<file path="config.mk">
export PLATFORM = sky130hd
export DESIGN_NAME = ipv6_filter_tcp_checksum_flat
export DESIGN_NICKNAME = d
export VERILOG_FILES = /design/src/hdl/ipv6f_pkg.sv /design/src/hdl/ipv6f_if.sv /design/src/hdl/ipv6f_parse.sv /design/src/hdl/ipv6_filter_tcp_checksum.sv /design/src/flat_wrapper.sv
export SDC_FILE = /design/constraint.sdc
export NUM_CORES = 1
export LEC_CHECK = 0
export ABC_AREA = 0
export BUFFER_PORTS_ARGS = -buffer_cell sky130_fd_sc_hd__buf_2
export CORE_MARGIN = 1
export CORE_UTILIZATION = 50
export DETAILED_ROUTE_END_ITERATION = 10
export PLACE_DENSITY = 0.74
export SETUP_SLACK_MARGIN = 0.05
export SYNTH_ARGS = -nofsm -noshare
export SYNTH_HDL_FRONTEND = slang
export SYNTH_HIERARCHICAL = 1
export SYNTH_SLANG_ARGS = --single-unit
</file>
<file path="constraint.sdc">
create_clock -name clock -period 12.5 [get_ports clock]
set_input_delay 1.25 -clock clock [delete_from_list [all_inputs] [get_ports clock]]
set_output_delay 1.25 -clock clock [all_outputs]
set_load 0.01 [all_outputs]
</file>
<file path="src/hdl/ipv6f_pkg.sv">
package ipv6f_pkg;

   // Byte counter width; the counter saturates at all ones
   localparam int COUNT_BITS = 17;

   typedef logic [COUNT_BITS-1:0] count_type;
   typedef logic [COUNT_BITS:0]   length_type;

   localparam count_type COUNT_MAX = '1;

   // Header offsets of interest
   localparam count_type OFF_VERSION   = count_type'(0);
   localparam count_type OFF_LEN_HI    = count_type'(4);
   localparam count_type OFF_LEN_LO    = count_type'(5);
   localparam count_type OFF_NEXT_HDR  = count_type'(6);
   localparam count_type OFF_SUM_START = count_type'(8);
   localparam count_type OFF_DEST      = count_type'(24);
   localparam count_type OFF_HDR_END   = count_type'(40);
   localparam count_type OFF_CSUM_HI   = count_type'(56);
   localparam count_type OFF_CSUM_LO   = count_type'(57);

   // Packet length thresholds
   localparam length_type MIN_IPV6_LEN = length_type'(40);
   localparam length_type MIN_ND_LEN   = length_type'(41);
   localparam length_type MIN_TCP_LEN  = length_type'(60);
   localparam length_type HDR_LEN      = length_type'(40);

   localparam logic [15:0] MIN_TCP_PAYLOAD = 16'd20;
   localparam logic [3:0]  IP_VERSION      = 4'd6;
   localparam logic [7:0]  PROTO_TCP       = 8'd6;
   localparam logic [7:0]  PROTO_ICMPV6    = 8'd58;
   localparam logic [7:0]  ND_TYPE_FIRST   = 8'd133;
   localparam logic [7:0]  ND_TYPE_LAST    = 8'd137;
   localparam logic [7:0]  MCAST_PREFIX    = 8'hff;

   typedef enum logic [1:0] {
      VERDICT_FORWARD  = 2'd0,
      VERDICT_NOT_IPV6 = 2'd1,
      VERDICT_MULTICAST = 2'd2,
      VERDICT_NEIGHBOR = 2'd3
   } verdict_type;

   // Packet summary handed from the parser to the checksum fold stage
   typedef struct packed {
      verdict_type verdict;
      logic        rewritten;
      logic [15:0] seen_checksum;
      logic [31:0] sum;
   } finish_type;

endpackage

</file>
<file path="src/hdl/ipv6f_if.sv">
// Packet byte channel
interface ipv6f_req_if;
   logic       valid;
   logic       ready;
   logic [7:0] data_byte;
   logic       last_byte;

   modport source (output valid, output data_byte, output last_byte, input ready);
   modport sink (input valid, input data_byte, input last_byte, output ready);
endinterface

// Verdict channel
interface ipv6f_rsp_if;
   logic        valid;
   logic        ready;
   logic [1:0]  verdict;
   logic        checksum_rewritten;
   logic [15:0] prior_csum;
   logic [15:0] fresh_csum;
   logic        csum_differs;

   modport source (output valid, output verdict, output checksum_rewritten,
                   output prior_csum, output fresh_csum, output csum_differs,
                   input ready);
   modport sink (input valid, input verdict, input checksum_rewritten,
                 input prior_csum, input fresh_csum, input csum_differs,
                 output ready);
endinterface

</file>
<file path="src/hdl/ipv6f_parse.sv">
module ipv6f_parse import ipv6f_pkg::*; (
   input  logic       clock,
   input  logic       reset,
   ipv6f_req_if.sink  req_chan,
   input  logic       fin_ready,
   output logic       fin_valid,
   output finish_type fin
);

   logic        in_valid_ff, in_valid_in;
   logic [7:0]  in_byte_ff, in_byte_in;
   logic        in_last_ff, in_last_in;

   count_type   count_ff, count_in;
   logic [31:0] sum_ff, sum_in;
   logic [7:0]  pend_ff, pend_in;
   logic [3:0]  ver_ff, ver_in;
   logic [7:0]  nh_ff, nh_in;
   logic [15:0] plen_ff, plen_in;
   logic [7:0]  dest_ff, dest_in;
   logic [7:0]  icmp_ff, icmp_in;
   logic [15:0] csum_ff, csum_in;

   logic        commit;
   count_type   off;
   length_type  off_ext;
   length_type  pkt_len;
   length_type  end_off;
   length_type  tcp_end;
   logic [7:0]  word_lo;
   logic        summed;
   logic [16:0] addend;

   // A byte leaves the input register unless it ends a packet and the fold stage is full
   assign commit         = in_valid_ff && (!in_last_ff || fin_ready);
   assign req_chan.ready = !in_valid_ff || commit;
   assign fin_valid      = in_valid_ff && in_last_ff;

   // Input register
   always_comb begin
      in_valid_in = in_valid_ff;
      in_byte_in  = in_byte_ff;
      in_last_in  = in_last_ff;
      if (req_chan.ready) begin
         in_valid_in = req_chan.valid;
         in_byte_in  = req_chan.data_byte;
         in_last_in  = req_chan.last_byte;
      end
   end

   // Capture header fields and accumulate the ones'-complement words
   always_comb begin
      off     = count_ff;
      off_ext = length_type'(off);
      pkt_len = off_ext + length_type'(1);
      end_off = HDR_LEN + length_type'(plen_ff);

      ver_in  = ver_ff;
      nh_in   = nh_ff;
      plen_in = plen_ff;
      dest_in = dest_ff;
      icmp_in = icmp_ff;
      csum_in = csum_ff;
      pend_in = pend_ff;
      word_lo = in_byte_ff;
      addend  = '0;

      if (off == OFF_VERSION)  ver_in         = in_byte_ff[7:4];
      if (off == OFF_LEN_HI)   plen_in[15:8]  = in_byte_ff;
      if (off == OFF_LEN_LO)   plen_in[7:0]   = in_byte_ff;
      if (off == OFF_NEXT_HDR) nh_in          = in_byte_ff;
      if (off == OFF_DEST)     dest_in        = in_byte_ff;
      if (off == OFF_HDR_END)  icmp_in        = in_byte_ff;
      if (off == OFF_CSUM_HI) begin
         csum_in[15:8] = in_byte_ff;
         word_lo       = '0;
      end
      if (off == OFF_CSUM_LO) begin
         csum_in[7:0] = in_byte_ff;
         word_lo      = '0;
      end

      // Pseudo-header length and protocol go in once the length is known
      if (off == OFF_NEXT_HDR) begin
         addend = 17'(plen_ff) + 17'(PROTO_TCP);
      end

      summed = (off >= OFF_SUM_START) && ((off < OFF_HDR_END) || (off_ext < end_off));
      if (summed) begin
         if (!off[0]) begin
            if ((off >= OFF_HDR_END) && (pkt_len == end_off)) begin
               addend = 17'({word_lo, 8'h00});
            end else begin
               pend_in = word_lo;
            end
         end else begin
            addend = 17'({pend_ff, word_lo});
         end
      end

      sum_in   = sum_ff + 32'(addend);
      count_in = (count_ff == COUNT_MAX) ? count_ff : count_ff + count_type'(1);
   end

   // Verdict from the fields as they stand after this byte
   always_comb begin
      tcp_end           = HDR_LEN + length_type'(plen_in);
      fin.rewritten     = 1'b0;
      fin.seen_checksum = csum_in;
      fin.sum           = sum_in;
      if ((pkt_len < MIN_IPV6_LEN) || (ver_in != IP_VERSION)) begin
         fin.verdict = VERDICT_NOT_IPV6;
      end else if (dest_in == MCAST_PREFIX) begin
         fin.verdict = VERDICT_MULTICAST;
      end else if ((pkt_len >= MIN_ND_LEN) && (nh_in == PROTO_ICMPV6) &&
                   (icmp_in >= ND_TYPE_FIRST) && (icmp_in <= ND_TYPE_LAST)) begin
         fin.verdict = VERDICT_NEIGHBOR;
      end else begin
         fin.verdict   = VERDICT_FORWARD;
         fin.rewritten = (pkt_len >= MIN_TCP_LEN) && (nh_in == PROTO_TCP) &&
                         (plen_in >= MIN_TCP_PAYLOAD) && (pkt_len >= tcp_end);
      end
   end

   // Input stage registers
   always_ff @(posedge clock) begin
      in_byte_ff <= in_byte_in;
      in_last_ff <= in_last_in;
      if (reset) begin
         in_valid_ff <= 1'b0;
      end else begin
         in_valid_ff <= in_valid_in;
      end
   end

   // Packet state: advance on each byte, clear after the final one
   always_ff @(posedge clock) begin
      if (reset || (commit && in_last_ff)) begin
         count_ff <= '0;
         sum_ff   <= '0;
         pend_ff  <= '0;
         ver_ff   <= '0;
         nh_ff    <= '0;
         plen_ff  <= '0;
         dest_ff  <= '0;
         icmp_ff  <= '0;
         csum_ff  <= '0;
      end else if (commit) begin
         count_ff <= count_in;
         sum_ff   <= sum_in;
         pend_ff  <= pend_in;
         ver_ff   <= ver_in;
         nh_ff    <= nh_in;
         plen_ff  <= plen_in;
         dest_ff  <= dest_in;
         icmp_ff  <= icmp_in;
         csum_ff  <= csum_in;
      end
   end

endmodule

</file>
<file path="src/hdl/ipv6_filter_tcp_checksum.sv">
// IPv6 egress filter with TCP checksum recomputation.
// Each verdict passes through the fold and result registers. Throughput: one packet byte
// per cycle unless a final byte waits on the fold stage; one 32-bit checksum add a byte.
// A stalled result holds in the output register while further bytes keep flowing in.
// Reset (synchronous, active high) empties all stages and clears the packet state.
module ipv6_filter_tcp_checksum import ipv6f_pkg::*; (
   input  logic         clock,
   input  logic         reset,
   ipv6f_req_if.sink    req_chan,
   ipv6f_rsp_if.source  rsp_chan
);

   logic        fin_valid;
   logic        fin_ready;
   finish_type  fin;

   logic        fold_valid_ff, fold_valid_in;
   finish_type  fold_ff, fold_in;

   logic        rsp_valid_ff, rsp_valid_in;
   verdict_type verdict_ff, verdict_in;
   logic        rewritten_ff, rewritten_in;
   logic [15:0] old_ff, old_in;
   logic [15:0] new_ff, new_in;
   logic        changed_ff, changed_in;

   logic        out_free;
   logic [16:0] fold_a;
   logic [15:0] fold_b;
   logic [15:0] new_sum;

   ipv6f_parse u_parse (
      .clock     (clock),
      .reset     (reset),
      .req_chan  (req_chan),
      .fin_ready (fin_ready),
      .fin_valid (fin_valid),
      .fin       (fin)
   );

   // Stage flow: each stage takes new data when it is empty or draining
   assign out_free  = !rsp_valid_ff || rsp_chan.ready;
   assign fin_ready = !fold_valid_ff || out_free;

   always_comb begin
      fold_valid_in = fold_valid_ff;
      fold_in       = fold_ff;
      if (fin_ready) begin
         fold_valid_in = fin_valid;
         fold_in       = fin;
      end
   end

   // Fold the 32-bit sum to 16 bits and complement
   always_comb begin
      fold_a  = 17'(fold_ff.sum[15:0]) + 17'(fold_ff.sum[31:16]);
      fold_b  = fold_a[15:0] + 16'(fold_a[16]);
      new_sum = ~fold_b;
   end

   // Result register
   always_comb begin
      rsp_valid_in = rsp_valid_ff;
      verdict_in   = verdict_ff;
      rewritten_in = rewritten_ff;
      old_in       = old_ff;
      new_in       = new_ff;
      changed_in   = changed_ff;
      if (out_free) begin
         rsp_valid_in = fold_valid_ff;
         verdict_in   = fold_ff.verdict;
         rewritten_in = fold_ff.rewritten;
         old_in       = fold_ff.rewritten ? fold_ff.seen_checksum : 16'h0000;
         new_in       = fold_ff.rewritten ? new_sum : 16'h0000;
         changed_in   = fold_ff.rewritten && (fold_ff.seen_checksum != new_sum);
      end
   end

   always_ff @(posedge clock) begin
      fold_ff      <= fold_in;
      verdict_ff   <= verdict_in;
      rewritten_ff <= rewritten_in;
      old_ff       <= old_in;
      new_ff       <= new_in;
      changed_ff   <= changed_in;
      if (reset) begin
         fold_valid_ff <= 1'b0;
         rsp_valid_ff  <= 1'b0;
      end else begin
         fold_valid_ff <= fold_valid_in;
         rsp_valid_ff  <= rsp_valid_in;
      end
   end

   // Drive the result channel
   assign rsp_chan.valid              = rsp_valid_ff;
   assign rsp_chan.verdict            = verdict_ff;
   assign rsp_chan.checksum_rewritten = rewritten_ff;
   assign rsp_chan.prior_csum         = old_ff;
   assign rsp_chan.fresh_csum         = new_ff;
   assign rsp_chan.csum_differs       = changed_ff;

   // Checks
   a_rewrite_forward_only: assert property (@(posedge clock) disable iff (reset)
      rsp_valid_ff && rewritten_ff |-> verdict_ff == VERDICT_FORWARD)
      else $error("checksum rewritten on a dropped packet");

   a_zero_when_untouched: assert property (@(posedge clock) disable iff (reset)
      rsp_valid_ff && !rewritten_ff |-> old_ff == 16'h0000 && new_ff == 16'h0000 && !changed_ff)
      else $error("checksum fields set without a rewrite");

   a_changed_flag: assert property (@(posedge clock) disable iff (reset)
      rsp_valid_ff |-> changed_ff == (old_ff != new_ff))
      else $error("changed flag disagrees with checksums");

   a_empty_after_reset: assert property (@(posedge clock)
      $past(reset) |-> !rsp_valid_ff && !fold_valid_ff)
      else $error("pipeline not empty after reset");

endmodule

</file>
<file path="src/flat_wrapper.sv">
// flat-port wrapper written by rule: the top's interface ports become plain ports
module ipv6_filter_tcp_checksum_flat import ipv6f_pkg::*;
  (clock, reset, req_chan_valid, req_chan_data_byte, req_chan_last_byte, req_chan_ready, rsp_chan_valid, rsp_chan_verdict, rsp_chan_checksum_rewritten, rsp_chan_prior_csum, rsp_chan_fresh_csum, rsp_chan_csum_differs, rsp_chan_ready);
  ipv6f_req_if req_chan_i ();
  ipv6f_rsp_if rsp_chan_i ();
  input  logic clock;
  input  logic reset;
  input wire logic [$bits(req_chan_i.valid)-1:0] req_chan_valid;
  input wire logic [$bits(req_chan_i.data_byte)-1:0] req_chan_data_byte;
  input wire logic [$bits(req_chan_i.last_byte)-1:0] req_chan_last_byte;
  output wire logic [$bits(req_chan_i.ready)-1:0] req_chan_ready;
  output wire logic [$bits(rsp_chan_i.valid)-1:0] rsp_chan_valid;
  output wire logic [$bits(rsp_chan_i.verdict)-1:0] rsp_chan_verdict;
  output wire logic [$bits(rsp_chan_i.checksum_rewritten)-1:0] rsp_chan_checksum_rewritten;
  output wire logic [$bits(rsp_chan_i.prior_csum)-1:0] rsp_chan_prior_csum;
  output wire logic [$bits(rsp_chan_i.fresh_csum)-1:0] rsp_chan_fresh_csum;
  output wire logic [$bits(rsp_chan_i.csum_differs)-1:0] rsp_chan_csum_differs;
  input wire logic [$bits(rsp_chan_i.ready)-1:0] rsp_chan_ready;
  assign req_chan_i.valid = req_chan_valid;
  assign req_chan_i.data_byte = req_chan_data_byte;
  assign req_chan_i.last_byte = req_chan_last_byte;
  assign req_chan_ready = req_chan_i.ready;
  assign rsp_chan_valid = rsp_chan_i.valid;
  assign rsp_chan_verdict = rsp_chan_i.verdict;
  assign rsp_chan_checksum_rewritten = rsp_chan_i.checksum_rewritten;
  assign rsp_chan_prior_csum = rsp_chan_i.prior_csum;
  assign rsp_chan_fresh_csum = rsp_chan_i.fresh_csum;
  assign rsp_chan_csum_differs = rsp_chan_i.csum_differs;
  assign rsp_chan_i.ready = rsp_chan_ready;
  ipv6_filter_tcp_checksum u_core (.clock(clock), .reset(reset), .req_chan(req_chan_i), .rsp_chan(rsp_chan_i));
endmodule
</file>
==> results summary <==
The setup TNS is 0 ns. The maximum VDD drop is ~100 uV. The async set or reset register ratio after synthesis is 0%.

The total of buffers placed on input and output ports is 50. The die is about 170 um wide. The area share of and/or/nand/nor cells after synthesis came out at a little under a quarter.

Global routing finished with a remaining overflow of 0. The average size of a mapped cell came out at a little over 9 um2. The cell area power density came out at between 90 and 100 nW/um2. The power after layout came out at 1460 uW. The synthesized area is 13800 um2. The number of global-route vias before repair was between 10k and 15k. The number of distinct library cells after synthesis is 95. The area of the core is roughly 27000 um2. The run finished with clean final reports. The final count of pins violating max slew came out at 0. The layout overhead on the synthesized area came out at 8.34%. The slowest stage of the critical path belongs to the cell sky130_fd_sc_hd__a21boi_0. The largest area contributor in the synthesized netlist is sky130_fd_sc_hd__edfxtp_1. The launch point of the worst hold path is u_core/fold_ff[49]. Measured along the y axis, the die boundary spans roughly 170 um. The part of the power in registers is roughly 52%. The largest stage delay on the critical path is around 0.77 ns. The number of vias per cell after detailed routing is roughly 6.0.

Entering global routing, the biggest net connects between 60 and 70 pins. The worst path buffer plus inverter count came out at 0. For this design the static power due to leakage is ~0.0059 uW.

The arrival time reported for the critical path endpoint came out at between 6 and 7 ns. The setup path with the least slack is of type register to register. The total DRC errors in the routed layout came out at 0.

The HPWL reported at the end of detailed placement came out at 25.6 mm. The share of total power dissipated in combinational logic is 3.5%. The TritonCTS clock tree is yes. The switching component of the power came out at about 330 uW. The flip-flop and latch count after synthesis came out at approximately 220.

The detailed-route wire length came out at around 35 mm. In this run the tightest slew margin relative to its limit is between 15 and 20%. The sequential cell area in the final layout is around 5300 um2. The number of H-tree levels came out at 1. The number of warnings printed during yosys synthesis came out at 6. Cells with a size suffix above 1 make up 11.2% of the layout. The number of DRC markers after the initial detailed-route iteration is about 800. Along the worst hold path, the cell count comes to 0. Setup repair after global routing left no endpoint under its margin.

The number of placed I/O pins is between 50 and 60. The number of antenna diodes in the final layout is 0. On the final layout, the worst clock skew is between 0.015 and 0.02 ns. The global-route usage over all layers came out at between 20% and 30%.

Of the post-synthesis cell area, the dominant cell type holds a little over a fifth. The xor-xnor portion of the synthesized cell area came out at between 10% and 20%. The portion of the clock cycle consumed by the worst path in the final layout is about half. The post-synthesis instance total is 1522. The number of vias after detailed routing is approximately 11k. The type of element launching the critical path is a register. The peak fanout along the critical path came out at 13. After synthesis, the cell types taking the most area are sky130_fd_sc_hd__edfxtp_1 (21%), sky130_fd_sc_hd__dfxtp_1 (17%), sky130_fd_sc_hd__ha_1 (7.0%). The internal power of the cells totals ~1100 uW.

The die area is between 20000 and 30000 um2. Derived from the worst setup path, the maximum achievable clock frequency is around 0.16 GHz. The number of sinks on the clock net came out at 216. The multi-input combinational cells in the finished layout cover a total of roughly 8100 um2. Traced cell by cell, the critical path runs through a21oi_2 -> xor2_1 -> ha_1 -> a21o_1 -> a21o_1 -> a211oi_1 -> a21oi_1 -> o311ai_1 -> nand3_1 -> o22ai_1 -> ha_1 -> a2111oi_0 -> o21ai_0 -> a41oi_1 -> o211ai_1 -> a21boi_0 -> or3_1 -> a21oi_1.

By area, the combinational part of the netlist is dominated by simple AND/OR/NAND/NOR gates. On the final layout, the worst hold slack is around 0.41 ns. The number of buffers on the longest clock path came out at 3. The hold buffer count at cts came out at 0.

The congestion estimate from routability-driven global placement came to 0.955. The min-delay analysis places its worst path in the category register to register. Buffers added to address setup during post-CTS repair amount to 0. The initial antenna violation count is 1. The number of violations of the max-capacitance limit came out at 0. Setup violations remaining at the end of the flow were counted as 0. The later-pin clock latency in the skew report is between 0.5 and 0.6 ns.

Measured against the total synthesized area, the mux share comes to 3.87%. The initial cell density of the core came out at between 50% and 60%. Gates resized during post-CTS repair numbered 0. The routed wire length per instance came out at between 15 and 20 um. Net switching is 22.8% of the power.

The synthesized netlist devotes ~7.2% of its cell area to adder and majority cells. Counting every net in the synthesized netlist gives roughly 1.6k. The register-to-register setup slack came out at 6.19 ns. The worst-margin pin slew came out at between 1 and 1.5 ns. The synthesized-area fraction occupied by ao, oa, aoi and oai cells came out at between 10% and 20%. After floorplanning, the core was divided into 60 placement rows. The worst path in the final design needs a cycle of roughly 6.3 ns, including I/O delays and setup. The worst register-to-register path ends at u_core/u_parse/sum_ff[23]. The final cell utilization of the core is between 50% and 60%. For this run, the leading register cell type out of synthesis is sky130_fd_sc_hd__dfxtp_1. The CTS buffer count is 23. Sequential cells were found to cover 38.2% of the synthesized design area. The number of fill cells is ~2.4k. The count of final hold-check violations is 0.

The startpoint of the worst-slack reg-to-reg timing path is u_core/u_parse/plen_ff[3]. The clock group share of total power came out at 45.0%. The wire length of the first global-routing pass is about 56 mm.

The required time at the endpoint of the critical path is approximately 13 ns. The endpoint of the worst hold-timing path is u_core/rsp_chan.verdict[0]. The worst setup path is captured at a register.

The number of nets in the layout came out at 1618. The count of nets left with antenna violations after detail routing came out at 0. The first detailed-routing pass ran for 5 iterations.

Yosys mapped a number of flops with a built-in enable equal to 96. Clock-pin slew was measured on the worst setup and hold paths at 0.06 ns. After routing the design area is 15000 um2.

The number of cells on the worst reg-to-reg path is 18. The clock tree root driver cell is sky130_fd_sc_hd__clkbuf_16. The kind of cell with the highest combined delay along the critical path is compound AO/OA/AOI/OAI gates. The post-detailed-placement cell area came out at ~14000 um2.
==> final cells by class <==
cell class	instances	area share, %
Multi-Input combinational cell	1187	53.9
Sequential cell	216	35.2
Clock buffer	31	4.38
Tap cell	341	2.84
Timing Repair Buffer	61	2.22
Inverter	37	0.926
Clock inverter	11	0.467
==> how the worst max path moves through the flow <==
| stage | startpoint | endpoint | slack (ns) | depth (start not counted) |
|---|---|---|---|---|
| after CTS | u_core/u_parse/count_ff[0] | u_core/fold_ff[28] | 6.25 | 18 |
| after detailed placement | u_core/u_parse/count_ff[0] | u_core/fold_ff[28] | 6.26 | 18 |
| final | u_core/u_parse/plen_ff[3] | u_core/u_parse/sum_ff[23] | 6.19 | 18 |
| after floorplan | u_core/u_parse/plen_ff[3] | u_core/fold_ff[25] | 7.46 | 21 |
| after global placement | u_core/u_parse/count_ff[0] | u_core/fold_ff[30] | 6.39 | 18 |
| after global routing | u_core/u_parse/count_ff[0] | u_core/u_parse/sum_ff[29] | 5.58 | 19 |
==> cells in the mapped netlist (5+ instances only) <==
| library cell | n |
|---|---|
| sky130_fd_sc_hd__a211oi_1 | 10 |
| sky130_fd_sc_hd__a21o_1 | 20 |
| sky130_fd_sc_hd__a21oi_1 | 119 |
| sky130_fd_sc_hd__a31oi_1 | 8 |
| sky130_fd_sc_hd__and2_1 | 33 |
| sky130_fd_sc_hd__and3_1 | 18 |
| sky130_fd_sc_hd__and4_1 | 8 |
| sky130_fd_sc_hd__buf_1 | 8 |
| sky130_fd_sc_hd__buf_2 | 16 |
| sky130_fd_sc_hd__clkbuf_1 | 52 |
| sky130_fd_sc_hd__dfxtp_1 | 120 |
| sky130_fd_sc_hd__edfxtp_1 | 96 |
| sky130_fd_sc_hd__ha_1 | 77 |
| sky130_fd_sc_hd__inv_1 | 36 |
| sky130_fd_sc_hd__mux2_2 | 20 |
| sky130_fd_sc_hd__mux2i_1 | 31 |
| sky130_fd_sc_hd__nand2_1 | 193 |
| sky130_fd_sc_hd__nand2b_1 | 19 |
| sky130_fd_sc_hd__nand3_1 | 56 |
| sky130_fd_sc_hd__nand4_1 | 36 |
| sky130_fd_sc_hd__nand4b_1 | 5 |
| sky130_fd_sc_hd__nor2_1 | 107 |
| sky130_fd_sc_hd__nor2b_1 | 11 |
| sky130_fd_sc_hd__nor3_1 | 34 |
| sky130_fd_sc_hd__nor3_2 | 10 |
| sky130_fd_sc_hd__nor3b_1 | 5 |
| sky130_fd_sc_hd__nor4_1 | 20 |
| sky130_fd_sc_hd__o211ai_1 | 10 |
| sky130_fd_sc_hd__o21a_1 | 12 |
| sky130_fd_sc_hd__o21ai_0 | 48 |
| sky130_fd_sc_hd__o221ai_1 | 5 |
| sky130_fd_sc_hd__o22ai_1 | 9 |
| sky130_fd_sc_hd__or3_1 | 20 |
| sky130_fd_sc_hd__xnor2_1 | 72 |
| sky130_fd_sc_hd__xnor3_1 | 5 |
| sky130_fd_sc_hd__xor2_1 | 65 |
==> cells in the final DEF, fill, tap and decap left out, types with 11 or more instances in the layout <==
cell                          n
sky130_fd_sc_hd__or3_1       20
sky130_fd_sc_hd__dfxtp_1    120
sky130_fd_sc_hd__nor4_1      20
sky130_fd_sc_hd__inv_1       36
sky130_fd_sc_hd__a21oi_1    118
sky130_fd_sc_hd__nand3_1     56
sky130_fd_sc_hd__nand2b_1    19
sky130_fd_sc_hd__buf_4       11
sky130_fd_sc_hd__clkbuf_16   24
sky130_fd_sc_hd__o21ai_0     48
sky130_fd_sc_hd__ha_1        77
sky130_fd_sc_hd__mux2_2      20
sky130_fd_sc_hd__nand4_1     36
sky130_fd_sc_hd__nor2_1     107
sky130_fd_sc_hd__nor3_1      34
sky130_fd_sc_hd__nand2_1    192
sky130_fd_sc_hd__xor2_1      65
sky130_fd_sc_hd__mux2i_1     31
sky130_fd_sc_hd__a21o_1      19
sky130_fd_sc_hd__nor2b_1     11
sky130_fd_sc_hd__xnor2_1     72
sky130_fd_sc_hd__and2_1      33
sky130_fd_sc_hd__edfxtp_1    96
sky130_fd_sc_hd__buf_2       50
sky130_fd_sc_hd__o21a_1      11
sky130_fd_sc_hd__and3_1      18
==> per-layer routing <==
| layer | track usage, % | wire length (um) | share of wire, % | vias up |
|---|---|---|---|---|
| li1 | - | - | - | 5507 |
| met1 | 32.1 | 15400 | 43 | 5356 |
| met2 | 41.7 | 16600 | 47 | 351 |
| met3 | 3.67 | 2020 | 5.7 | 92 |
| met4 | 10.1 | 1410 | 4.0 | 2 |
| met5 | 0 | 14 | 0.039 | - |
==> power by group through the flow <==
stage / sequential [uW] / clock [uW] / combinational [uW]
CTS: 750 / 669 / 50.3
detailed placement: 766 / 0 / 50.1
global route: 751 / 696 / 54.9
floorplan: 757 / 0 / 38.6
finish: 751 / 655 / 50.8
global placement: 765 / 0 / 49.3
==> worst register-to-register path, delay by kind of cell (launching register included) <==
kind            cells  cell delay (ns)
xor+xnor            1             0.29
fa+ha+maj           2             0.64
compound gates     13             4.14
simple gates        2             0.71
flops               1             0.41
==> kinds of logic (layout without fill, tap and decap cells) <==
logic type | after synthesis | in the layout
muxes | 51 | 51
DFF | 216 | 216
and+or+nand+nor | 614 | 614
AOI/OAI and AO/OA | 296 | 296
xor gates and xnor gates | 147 | 147
buffers and inverters | 119 | 140
adders and majority gates | 79 | 79
==> registers in the layout (all words and copies together), names as in the netlist, 2 cells and up <==
register	count
u_core/fold_ff	51
u_core/u_parse/sum_ff	32
u_core/u_parse/count_ff	17
u_core/rsp_chan.fresh_csum	16
u_core/rsp_chan.prior_csum	16
u_core/u_parse/csum_ff	16
u_core/u_parse/plen_ff	16
u_core/u_parse/dest_ff	8
u_core/u_parse/icmp_ff	8
u_core/u_parse/in_byte_ff	8
u_core/u_parse/nh_ff	8
u_core/u_parse/pend_ff	8
u_core/u_parse/ver_ff	4
u_core/rsp_chan.verdict	2
==> per-stage QoR <==
| stage | setup slack, ns | instances |
|---|---|---|
| floorplan | 7.46 | 1522 |
| global placement | 6.39 | 1842 |
| detailed placement | 6.26 | 1842 |
| CTS | 6.25 | 1884 |
| global route | 5.58 | 1884 |
| finish | 6.19 | 1884 |
(Power assumes the default switching activity.)
